==> src/hw/rtl/wsc_pkg.sv <==
// ----------------------------------------------------------------------------
// Waypoint steering controller package
// Shared types, codes and the CORDIC arctangent table.
// ----------------------------------------------------------------------------
package wsc_pkg;

    localparam int CW = 38;

    typedef logic signed [32:0]   off_t;
    typedef logic signed [CW-1:0] cw_t;
    typedef logic [1:0]           status_t;

    localparam status_t ST_RUNNING = 2'd0;
    localparam status_t ST_ARRIVED = 2'd1;
    localparam status_t ST_FAILED  = 2'd2;

    localparam logic [7:0] CFG_TIMEOUT  = 8'd0;
    localparam logic [7:0] CFG_RADIUS   = 8'd1;
    localparam logic [7:0] CFG_THROTTLE = 8'd2;
    localparam logic [7:0] CFG_STEERLIM = 8'd3;

    function automatic logic [31:0] atan_entry(input logic [4:0] idx);
        logic [31:0] v;
        unique case (idx)
            5'd0:  v = 32'd536870912;
            5'd1:  v = 32'd316933406;
            5'd2:  v = 32'd167458907;
            5'd3:  v = 32'd85004756;
            5'd4:  v = 32'd42667331;
            5'd5:  v = 32'd21354465;
            5'd6:  v = 32'd10679838;
            5'd7:  v = 32'd5340245;
            5'd8:  v = 32'd2670163;
            5'd9:  v = 32'd1335087;
            5'd10: v = 32'd667544;
            5'd11: v = 32'd333772;
            5'd12: v = 32'd166886;
            5'd13: v = 32'd83443;
            5'd14: v = 32'd41722;
            5'd15: v = 32'd20861;
            5'd16: v = 32'd10430;
            5'd17: v = 32'd5215;
            5'd18: v = 32'd2608;
            5'd19: v = 32'd1304;
            5'd20: v = 32'd652;
            5'd21: v = 32'd326;
            5'd22: v = 32'd163;
            5'd23: v = 32'd81;
            5'd24: v = 32'd41;
            5'd25: v = 32'd20;
            5'd26: v = 32'd10;
            5'd27: v = 32'd5;
            5'd28: v = 32'd3;
            5'd29: v = 32'd1;
            5'd30: v = 32'd1;
            5'd31: v = 32'd0;
            default: v = 32'd0;
        endcase
        return v;
    endfunction

endpackage

==> src/hw/rtl/wsc_cordic.sv <==
// ----------------------------------------------------------------------------
// Iterative CORDIC vectoring unit
// One micro-rotation per cycle; returns the 32-bit world bearing of (dx, dy).
// ----------------------------------------------------------------------------
module wsc_cordic #(
    parameter int STEPS = 16
) (
    input  logic          aclk,
    input  logic          aresetn,
    input  logic          start,
    input  wsc_pkg::off_t dx_in,
    input  wsc_pkg::off_t dy_in,
    output logic          last,
    output logic          busy,
    output logic [31:0]   angle
);
    import wsc_pkg::*;

    localparam int IW = (STEPS > 1) ? $clog2(STEPS) : 1;

    logic          busy_reg;
    logic [IW-1:0] cnt_reg;
    cw_t           x_reg;
    cw_t           y_reg;
    logic [31:0]   z_reg;
    cw_t           xs;
    cw_t           ys;
    cw_t           x0;
    cw_t           y0;
    logic [31:0]   step_angle;

    assign x0         = cw_t'(dx_in);
    assign y0         = cw_t'(dy_in);
    assign xs         = x_reg >>> cnt_reg;
    assign ys         = y_reg >>> cnt_reg;
    assign step_angle = atan_entry(5'(cnt_reg));
    assign last       = busy_reg && (cnt_reg == IW'(STEPS - 1));
    assign busy       = busy_reg;
    assign angle      = z_reg;

    always_ff @(posedge aclk) begin
        if (!aresetn) begin
            busy_reg <= 1'b0;
            cnt_reg  <= '0;
        end else if (start) begin
            busy_reg <= 1'b1;
            cnt_reg  <= '0;
        end else if (busy_reg) begin
            if (last) begin
                busy_reg <= 1'b0;
            end else begin
                cnt_reg <= cnt_reg + 1'b1;
            end
        end
    end

    always_ff @(posedge aclk) begin
        if (start) begin
            if (x0 < 0) begin
                x_reg <= -x0;
                y_reg <= -y0;
                z_reg <= 32'h8000_0000;
            end else begin
                x_reg <= x0;
                y_reg <= y0;
                z_reg <= '0;
            end
        end else if (busy_reg) begin
            if (y_reg < 0) begin
                x_reg <= x_reg - ys;
                y_reg <= y_reg + xs;
                z_reg <= z_reg - step_angle;
            end else begin
                x_reg <= x_reg + ys;
                y_reg <= y_reg - xs;
                z_reg <= z_reg + step_angle;
            end
        end
    end

endmodule

==> src/hw/rtl/waypoint_steer_controller.sv <==
// ----------------------------------------------------------------------------
// Waypoint steering controller
// Proportional bearing steering towards a goal point, with arrival and
// timeout checks, using a shared squaring multiplier and an iterative CORDIC.
// ----------------------------------------------------------------------------
// Flow: a request is taken in S_IDLE and checked in S_CHECK; a failed one goes
// to S_FIN, others pass S_SQX, S_SQY, S_SQR and S_CMP, then S_CORD unless they
// arrived or have a zero offset. A new request is taken only back in S_IDLE;
// a waiting result does not block the next request.
// Reset: synchronous, active low; restores register defaults, clears the
// start time and drops any pending result.
module waypoint_steer_controller #(
    parameter int CORDIC_STEPS = 16
) (
    input  logic                aclk,
    input  logic                aresetn,

    input  logic                cfg_valid,
    output logic                cfg_ready,
    input  logic [7:0]          cfg_index,
    input  logic [31:0]         cfg_data,

    input  logic                s_valid,
    output logic                s_ready,
    input  logic [47:0]         s_time_us,
    input  logic signed [31:0]  s_target_x,
    input  logic signed [31:0]  s_target_y,
    input  logic signed [31:0]  s_pose_x,
    input  logic signed [31:0]  s_pose_y,
    input  logic signed [15:0]  s_pose_heading,
    input  logic                s_pose_ok,

    output logic                m_valid,
    input  logic                m_ready,
    output wsc_pkg::status_t    m_status,
    output logic [47:0]         m_cmd_time_us,
    output logic [14:0]         m_throttle,
    output logic signed [15:0]  m_steering
);
    import wsc_pkg::*;

    typedef enum logic [7:0] {
        S_IDLE  = 8'b0000_0001,
        S_CHECK = 8'b0000_0010,
        S_SQX   = 8'b0000_0100,
        S_SQY   = 8'b0000_1000,
        S_SQR   = 8'b0001_0000,
        S_CMP   = 8'b0010_0000,
        S_CORD  = 8'b0100_0000,
        S_FIN   = 8'b1000_0000
    } state_t;

    state_t state_reg, state_next;

    logic [31:0] timeout_reg;
    logic [30:0] radius_reg;
    logic [14:0] throttle_reg;
    logic [14:0] steer_lim_reg;
    logic [47:0] start_reg;

    logic [47:0]        t_reg;
    logic signed [31:0] tx_reg, ty_reg, px_reg, py_reg;
    logic [15:0]        head_reg;
    logic               ok_reg;

    off_t        dx_reg, dy_reg;
    logic [32:0] ax, ay;
    logic        near_reg;
    logic        zero_reg;
    status_t     res_status_reg;

    logic [30:0] mul_a;
    logic [61:0] prod_reg;
    logic [62:0] acc_reg;

    logic [47:0] start_eff;
    logic [47:0] elapsed;
    logic        timed_out;
    logic        arrive;
    logic        offset_zero;
    logic        out_free;

    logic        cord_start, cord_last, cord_busy;
    logic [31:0] cord_angle;

    logic [31:0]        z_fin, z_rnd;
    logic [15:0]        err16;
    logic signed [16:0] steer2, lim17;
    logic signed [16:0] steer_cl;

    logic               m_valid_reg;
    status_t            m_status_reg;
    logic [47:0]        m_time_reg;
    logic [14:0]        m_throttle_reg;
    logic signed [15:0] m_steer_reg;

    assign cfg_ready = 1'b1;
    assign s_ready   = (state_reg == S_IDLE);
    assign m_valid   = m_valid_reg;
    assign m_status      = m_status_reg;
    assign m_cmd_time_us = m_time_reg;
    assign m_throttle    = m_throttle_reg;
    assign m_steering    = m_steer_reg;

    always_ff @(posedge aclk) begin
        if (!aresetn) begin
            timeout_reg   <= 32'hFFFF_FFFF;
            radius_reg    <= 31'd65536;
            throttle_reg  <= 15'd16384;
            steer_lim_reg <= 15'd32767;
        end else if (cfg_valid && cfg_ready) begin
            unique case (cfg_index)
                CFG_TIMEOUT:  timeout_reg   <= cfg_data;
                CFG_RADIUS:   radius_reg    <= cfg_data[30:0];
                CFG_THROTTLE: throttle_reg  <= cfg_data[14:0];
                CFG_STEERLIM: steer_lim_reg <= cfg_data[14:0];
                default: ;
            endcase
        end
    end

    assign start_eff   = (start_reg == '0) ? t_reg : start_reg;
    assign elapsed     = t_reg - start_eff;
    assign timed_out   = elapsed > {16'd0, timeout_reg};
    assign ax          = (dx_reg < 0) ? 33'(-dx_reg) : 33'(dx_reg);
    assign ay          = (dy_reg < 0) ? 33'(-dy_reg) : 33'(dy_reg);
    assign arrive      = near_reg && (acc_reg < {1'b0, prod_reg});
    assign offset_zero = (dx_reg == '0) && (dy_reg == '0);
    assign out_free    = !m_valid_reg || m_ready;
    assign cord_start  = (state_reg == S_CMP) && !arrive && !offset_zero;

    always_comb begin
        unique case (state_reg)
            S_SQX:   mul_a = ax[30:0];
            S_SQY:   mul_a = ay[30:0];
            default: mul_a = radius_reg;
        endcase
    end

    always_comb begin
        state_next = state_reg;
        unique case (state_reg)
            S_IDLE:  if (s_valid) state_next = S_CHECK;
            S_CHECK: if (!ok_reg || timed_out) state_next = S_FIN;
                     else state_next = S_SQX;
            S_SQX:   state_next = S_SQY;
            S_SQY:   state_next = S_SQR;
            S_SQR:   state_next = S_CMP;
            S_CMP:   state_next = cord_start ? S_CORD : S_FIN;
            S_CORD:  if (cord_last) state_next = S_FIN;
            S_FIN:   if (out_free) state_next = S_IDLE;
            default: state_next = S_IDLE;
        endcase
    end

    always_ff @(posedge aclk) begin
        if (!aresetn) begin
            state_reg <= S_IDLE;
            start_reg <= '0;
        end else begin
            state_reg <= state_next;
            if (state_reg == S_CHECK && ok_reg) begin
                start_reg <= start_eff;
            end
        end
    end

    always_ff @(posedge aclk) begin
        if (s_valid && s_ready) begin
            t_reg    <= s_time_us;
            tx_reg   <= s_target_x;
            ty_reg   <= s_target_y;
            px_reg   <= s_pose_x;
            py_reg   <= s_pose_y;
            head_reg <= s_pose_heading;
            ok_reg   <= s_pose_ok;
        end
        prod_reg <= 62'(mul_a) * 62'(mul_a);
        unique case (state_reg)
            S_CHECK: begin
                dx_reg         <= off_t'(tx_reg) - off_t'(px_reg);
                dy_reg         <= off_t'(ty_reg) - off_t'(py_reg);
                res_status_reg <= ST_FAILED;
                zero_reg       <= 1'b0;
            end
            S_SQX: near_reg <= (ax < {2'b00, radius_reg}) && (ay < {2'b00, radius_reg});
            S_SQY: acc_reg  <= {1'b0, prod_reg};
            S_SQR: acc_reg  <= acc_reg + {1'b0, prod_reg};
            S_CMP: begin
                res_status_reg <= arrive ? ST_ARRIVED : ST_RUNNING;
                zero_reg       <= offset_zero;
            end
            default: ;
        endcase
    end

    wsc_cordic #(
        .STEPS(CORDIC_STEPS)
    ) u_cordic (
        .aclk    (aclk),
        .aresetn (aresetn),
        .start   (cord_start),
        .dx_in   (dx_reg),
        .dy_in   (dy_reg),
        .last    (cord_last),
        .busy    (cord_busy),
        .angle   (cord_angle)
    );

    assign z_fin  = zero_reg ? 32'd0 : cord_angle;
    assign z_rnd  = z_fin + 32'h0000_8000;
    assign err16  = z_rnd[31:16] - head_reg;
    assign steer2 = {err16, 1'b0};
    assign lim17  = {2'b00, steer_lim_reg};

    always_comb begin
        priority if (steer2 > lim17) begin
            steer_cl = lim17;
        end else if (steer2 < -lim17) begin
            steer_cl = -lim17;
        end else begin
            steer_cl = steer2;
        end
    end

    always_ff @(posedge aclk) begin
        if (!aresetn) begin
            m_valid_reg <= 1'b0;
        end else if (state_reg == S_FIN && out_free) begin
            m_valid_reg <= 1'b1;
        end else if (m_ready) begin
            m_valid_reg <= 1'b0;
        end
    end

    always_ff @(posedge aclk) begin
        if (state_reg == S_FIN && out_free) begin
            m_status_reg <= res_status_reg;
            if (res_status_reg == ST_RUNNING) begin
                m_time_reg     <= t_reg;
                m_throttle_reg <= throttle_reg;
                m_steer_reg    <= steer_cl[15:0];
            end else begin
                m_time_reg     <= '0;
                m_throttle_reg <= '0;
                m_steer_reg    <= '0;
            end
        end
    end

    a_zero_cmd: assert property (@(posedge aclk) disable iff (!aresetn)
        m_valid && (m_status != ST_RUNNING) |->
            (m_cmd_time_us == '0) && (m_throttle == '0) && (m_steering == '0))
        else $error("non-running result carries a command");

    a_status_code: assert property (@(posedge aclk) disable iff (!aresetn)
        m_valid |-> (m_status == ST_RUNNING) || (m_status == ST_ARRIVED)
                 || (m_status == ST_FAILED))
        else $error("result status out of range");

    a_cordic_idle: assert property (@(posedge aclk) disable iff (!aresetn)
        s_ready |-> !cord_busy)
        else $error("CORDIC busy while accepting requests");

    a_result_src: assert property (@(posedge aclk) disable iff (!aresetn)
        $rose(m_valid) |-> $past(state_reg == S_FIN))
        else $error("result raised outside the finish step");

endmodule

==> config.mk <==
export PLATFORM = sky130hd
export DESIGN_NAME = waypoint_steer_controller
export DESIGN_NICKNAME = d
export VERILOG_FILES = /design/src/hw/rtl/wsc_pkg.sv /design/src/hw/rtl/wsc_cordic.sv /design/src/hw/rtl/waypoint_steer_controller.sv
export SDC_FILE = /design/constraint.sdc
export NUM_CORES = 2
export LEC_CHECK = 0
export ABC_AREA = 1
export ABC_CLOCK_PERIOD_IN_PS = 12200
export BUFFER_PORTS_ARGS = -buffer_cell sky130_fd_sc_hd__clkbuf_2
export CAP_MARGIN = 40
export CORE_AREA = 5 5 540 328
export CTS_BUF_LIST = sky130_fd_sc_hd__clkbuf_16
export CTS_CLUSTER_DIAMETER = 120
export DETAILED_ROUTE_END_ITERATION = 7
export DIE_AREA = 0 0 545 333
export GPL_ROUTABILITY_DRIVEN = 0
export PLACE_DENSITY = 0.69
export REMOVE_ABC_BUFFERS = 1
export SLEW_MARGIN = 20
export SYNTH_ARGS = -nofsm -noshare
export SYNTH_HDL_FRONTEND = slang
export SYNTH_HIERARCHICAL = 1
export SYNTH_SLANG_ARGS = --single-unit
==> constraint.sdc <==
create_clock -name aclk -period 12.2 [get_ports aclk]
set_input_delay 2.44 -clock aclk [delete_from_list [all_inputs] [get_ports aclk]]
set_output_delay 2.44 -clock aclk [all_outputs]
set_load 0.02 [all_outputs]
# Word-level counts from Yosys, hierarchy flattened
# Memory sizes are Yosys's and may differ from the RTL's. A register that Yosys moved wholly into a read port is not among the register bits.
# Index checks and enable logic that the tools add are counted.
# totals
register_bits,732
latch_bits,0
ramBits,0
rom_bits,480
elab_cells,149
n_memories,1
# memory_table
memory,depth,word_bits,read_ports,rd_ports_with_merged_regs,write_ports,line_no,source
(name not given),16,30,1,1,0,wsc_pkg.sv:24,unique case (idx)
# op_classes
n_addsub,18
multipliers,1
div_mod_pow,0
order_cmp,10
eq_ne,15
shifts,2
n_mux,36
bitwise_logic,3
n_reduce_logical,32
# ops
operator,n
$mux W38,8
$mux W32,5
$pmux W63 S2,1
$lt A33 B1 Y1 const B,3
$add A38 B38 Y38,2
$neg A33 Y38,2
$sshr A38 B4 Y38,2
$sub A38 B38 Y38,2
$logic_not A33 Y1,2
$lt A33 B31 Y1,2
$mux W33,2
$neg A33 Y33,2
$sub A32 B32 Y33,2
$pmux W8 S8,1
$add A63 B62 Y63,1
$lt A63 B62 Y1,1
$mul A31 B31 Y62,1
$pmux W31 S2,1
$gt A48 B32 Y1,1
$logic_not A48 Y1,1
$mux W48,1
$sub A48 B48 Y48,1
$mux W8,5
$lt A38 B1 Y1 const B,1
other kinds (34),67

# Longest topological paths before layout
# logic_depth
depth_word,7
mapped_depth,45
mapped_depth_nobuf,45

# By module
# The synthesis kept the hierarchy.
# by_module_without_submodules
mod,instances,cells_per_inst,area_each_um2,seq_area_each_um2
waypoint_steer_controller,1,8543,69282.7,16445.8
wsc_cordic,1,3255,19426.1,3943.8

# Worst setup path after synthesis
# No wires, ideal clock.
# synth_path
kind,input-to-reg
startpoint,input s_valid
endpoint,register head_reg[0] (enable)
t_arrival_ns,10.429
slack_ns,1.021
stages,2
path_buffers,0
cell_sequence,inv_1 nor2_1
# synth_via
elab_chain_cells,1
# synth_lines
item,line_no,source
start: declaration,waypoint_steer_controller.sv:23,"input logic s_valid,"
$logic_and A1 B1 Y1,waypoint_steer_controller.sv:169,if (s_valid && s_ready) begin
end signal: assignment,waypoint_steer_controller.sv:175,head_reg <= s_pose_heading;
end: declaration,waypoint_steer_controller.sv:63,logic [15:0] head_reg;
# No other way between the ends.
# A chain may end at the register's enable or synchronous reset.

# Worst setup path in the final report
# layout_path
startpoint,register state_reg[4]
endpoint,register prod_reg[54]
# layout_via
elab_chain_cells,3
# layout_lines
item,line_no,source
start: declaration,waypoint_steer_controller.sv:53,"state_t state_reg, state_next;"
start signal: assignment,waypoint_steer_controller.sv:161,state_reg <= state_next;
$eq A8 B4 Y1 / $eq A8 B3 Y1 (equally long branches),waypoint_steer_controller.sv:133,unique case (state_reg)
$pmux W31 S2 (*),waypoint_steer_controller.sv:133,
$mul A31 B31 Y62 (*),waypoint_steer_controller.sv:178,prod_reg <= 62'(mul_a) * 62'(mul_a);
end signal: assignment,waypoint_steer_controller.sv:178,
end: declaration,waypoint_steer_controller.sv:73,logic [61:0] prod_reg;
# Mark *: on every way between the ends. The rest lies on a longest branch, timed or not.

==> summary.txt <==
JOB
----------------------------------------------------------------------------------------
MaxCap Viol Count                                                                      0

TIMING
----------------------------------------------------------------------------------------
Portion of the clock cycle consumed by the worst path in the final layout         87.88%
Number of endpoints failing setup at the final stage                                   0
Number of hold violations in the final report                                          0
Number of pins exceeding their max-slew limit in the final report                      0
Final critical path time including I/O delays and setup                         10720 ps
RSZ-0062 raised after global routing                                                  no
Tightest slew margin relative to the limit                                        33.72%
Final sum of negative setup slack                                                   0 ps
Final critical-path setup slack                                                  1479 ps
Fmax                                                                           93.27 MHz
Slew at the pin closest to its max-slew limit                                   985.3 ps
Final Skew                                                                      90.31 ps

SETUP PATH
----------------------------------------------------------------------------------------
Maximum single-stage delay on the critical path                                   650 ps
CP Data Required Time                                                           12820 ps
Element type at the critical path end                                          flip-flop
Most common cell type on the critical path                                          fa_1
Category of the critical setup timing path                                    reg -> reg
Endpoint arrival time on the critical path                                      11340 ps
Critical path fanouts, max                                                            32
CP max stage cell                                                                nand2_2
Worst reg2reg path depth                                                              33
Category of the worst setup path launch point                                  flip-flop

CLOCK NETWORK
----------------------------------------------------------------------------------------
Maximum count of clock buffers along a single path                                     3
Total CTS buffers                                                                     80
Maximum level of the CTS H-tree                                                        3
Total clock sinks                                                                    761
Number of buffers inserted by post-CTS setup repair                                    0
Cells resized by post-CTS repair                                                       0
Library cell used as clock root buffer                                         clkbuf_16
Hold bufs inserted after CTS                                                           0
CTS tree                                                                             yes
Worst-Skew Late Latency                                                           730 ps
Clk slew on worst S/H paths                                                        70 ps

YOSYS
----------------------------------------------------------------------------------------
Share of flip-flops with an asynchronous set or reset                                 0%
Dominant cell type by area after synthesis                                      edfxtp_1
Cell types occupying the most area after synthesis                          edfxtp_1 (17%), fa_1 (17%), ha_1 (11%), inv_1 (10%), nand2_1 (9.4%)
Ys Warns                                                                               6
Dominant register cell in the synthesized netlist                               edfxtp_1
Number of synthesized register bits                                                  761
Number of enable flip-flop cells after synthesis                                     515
Number of unique standard cell types used by synthesis                                73
Netlist Area Pre-Place                                                       88710 sq um
Area share of the leading cell type in the synthesized netlist                    17.43%
Syn_area_per_cell                                                            7.519 sq um
Sequential share of the synthesized area                                          22.98%
Gate count of the mapped netlist                                                   11800

HOLD PATH
----------------------------------------------------------------------------------------
Class of the most critical hold timing path                                   reg -> reg
Hold depth                                                                             2

DRT
----------------------------------------------------------------------------------------
Via count                                                                          82630
First DRT Iteration DRCs                                                           10670
Max layer used                                                                      met5
Routed length on met2                                                           120.3 mm
Drt via density                                                                    5.749
Wire length per cell after detailed routing                                     20.65 um
Post-Route M1 WL                                                                123.0 mm
Wire length on met3                                                             39.42 mm
Residual antenna-violating net count after detailed routing                            0
Detailed-routing iteration count for the pre-antenna-repair pass                       8
Count of unresolved DRC violations after routing                                       6
Final Routed Wirelength                                                         296.8 mm

GLOBAL ROUTING
----------------------------------------------------------------------------------------
Combined global-route utilization of all metal layers                             31.97%
Total gr overflow                                                                      0
Initial antenna violation count                                                       14
Via count of the first global-routing pass                                         79190
Global-route wire length before repair                                          455.8 mm
Largest net degree at the start of global routing                                     84

POWER
----------------------------------------------------------------------------------------
Lkg Pwr                                                                         47.46 nW
Ratio of total power to cell area                                           88.98 nW/um^2
IR drop worst, VDD                                                             0.1439 mV

DIE
----------------------------------------------------------------------------------------
Effective utilization at floorplan                                                51.71%
Chip Width                                                                        545 um
Overall die area                                                            181500 sq um
Core footprint                                                              171600 sq um
I/O pin count                                                                        322
Height of the die                                                                 333 um
Total number of placement rows                                                       118

PLACE
----------------------------------------------------------------------------------------
Worst Setup Slack post-DPL                                                       1949 ps
# port buffers                                                                       320
Post-DP HPWL                                                                    244.0 mm

FINISH
----------------------------------------------------------------------------------------
Storage cell area                                                            20390 sq um
Fraction of layout cells with a size suffix above 1                               6.323%
Post-layout utilization of the core                                               55.58%
Filler cell count in the final layout                                              15860
Count of nets after finishing                                                      13780
Flip-flop count of the largest register after layout                                  63
Layout-stage area growth over the synthesis result                                7.497%
Area of combinational cells with multiple inputs                             57710 sq um

OUTCOME
----------------------------------------------------------------------------------------
Violated checks                                                                      DRC
Result of the run                                                           complete, but fails checks

worst paths after layout:
check                                     start                       endpoint  slack (ps)
setup / recovery      state_reg[4]$_SDFFE_PN0P_           prod_reg[54]$_DFF_P_        1480
hold / removal    throttle_reg[12]$_SDFFE_PN0P_  throttle_reg[12]$_SDFFE_PN0P_         450
setup reg to reg      state_reg[4]$_SDFFE_PN0P_           prod_reg[54]$_DFF_P_        1480
hold reg to reg   throttle_reg[12]$_SDFFE_PN0P_  throttle_reg[12]$_SDFFE_PN0P_         450
cells by family (layout without fill, tap and decap cells):
kind of cell / Yosys count / in the layout / synth area share [%]
muxes: 1 / 1 / 0.01269
adders and majority gates: 1523 / 1523 / 27.96
AOI/OAI and AO/OA: 1817 / 1817 / 11.52
DFF: 761 / 761 / 22.98
and+or+nand+nor: 4581 / 4581 / 21.80
buffers and inverters: 2742 / 3026 / 12.01
xor gates and xnor gates: 372 / 372 / 3.707
other: 1 / 12 / 0.004227
per-stage QoR:
stage,area (sq um),power (mW),cells,hold WS [ps]
final,95360,8.485,14370,453.7
after global routing,95360,8.927,14370,477.8
after CTS,95200,8.418,14350,455.9
after detailed placement,92550,5.869,14200,445.7
after global placement,92340,5.806,14190,443.5
after floorplan,87310,4.969,11520,427.2
metal layers:
metal / global-route usage (%) / vias up
met5: 0 / -
met4: 12.22 / 6
met3: 9.643 / 772
met2: 45.81 / 5013
met1: 45.31 / 38870
li1: - / 37960
layout make-up:
cell class	instances	share of cell area, %
repair buffers	411	2.593
inverters	2465	9.704
well taps	2280	2.992
diodes	11	0.02887
clock inverters	68	0.6259
clock buffers	82	2.152
flip-flops and latches	761	21.39
multi-input cells	8295	60.52
placed cells by master (no fill, tap or decap), types with 18 or more instances in the layout:
master / n
nand3_1: 714
nand4_1: 96
a21oi_1: 743
or2_2: 21
clkbuf_16: 82
edfxtp_1: 515
nand2_2: 20
nor4_1: 31
o21bai_1: 46
o31ai_1: 37
nor2_4: 33
xor2_1: 256
xnor2_1: 112
clkinv_1: 19
a31oi_1: 44
o221ai_1: 18
nand3b_1: 24
inv_2: 63
o211ai_1: 107
o21a_1: 33
o21ai_1: 47
nand2_1: 2219
nor3_1: 121
buf_4: 74
nor2_2: 41
o21ai_0: 593
nor2_1: 1212
dfxtp_1: 242
inv_1: 2413
clkbuf_2: 322
fa_1: 766
ha_1: 757
a21boi_0: 30
a21o_1: 34
power by group:
| part | internal, mW | total, mW | switching, mW |
|---|---|---|---|
| sequential | 2.92 | 3.02 | 0.101 |
| combinational | 0.911 | 2.92 | 2.01 |
| clock | 1.34 | 2.55 | 1.21 |
cells in the mapped netlist, types with 37 or more instances:
library cell	number
nor2_2	39
o31ai_1	37
nor2_1	1216
nand4_1	96
a21oi_1	743
edfxtp_1	515
o21ai_1	47
a31oi_1	44
buf_2	88
nor3_1	121
fa_1	766
ha_1	757
xor2_1	256
xnor2_1	112
clkbuf_1	112
dfxtp_1	246
nand3_1	714
inv_2	59
o21ai_0	593
inv_1	2401
o211ai_1	107
o21bai_1	46
nand2_1	2222
critical path, delay by kind of cell (launching register included):
| kind | cells | cell delay [ps] |
|---|---|---|
| fa+ha+maj | 9 | 4450 |
| simple gates | 8 | 2470 |
| compound gates | 7 | 1890 |
| buf+inv | 8 | 1250 |
| flops | 1 | 330 |
| xor+xnor | 1 | 170 |
(Power assumes the default switching activity.)
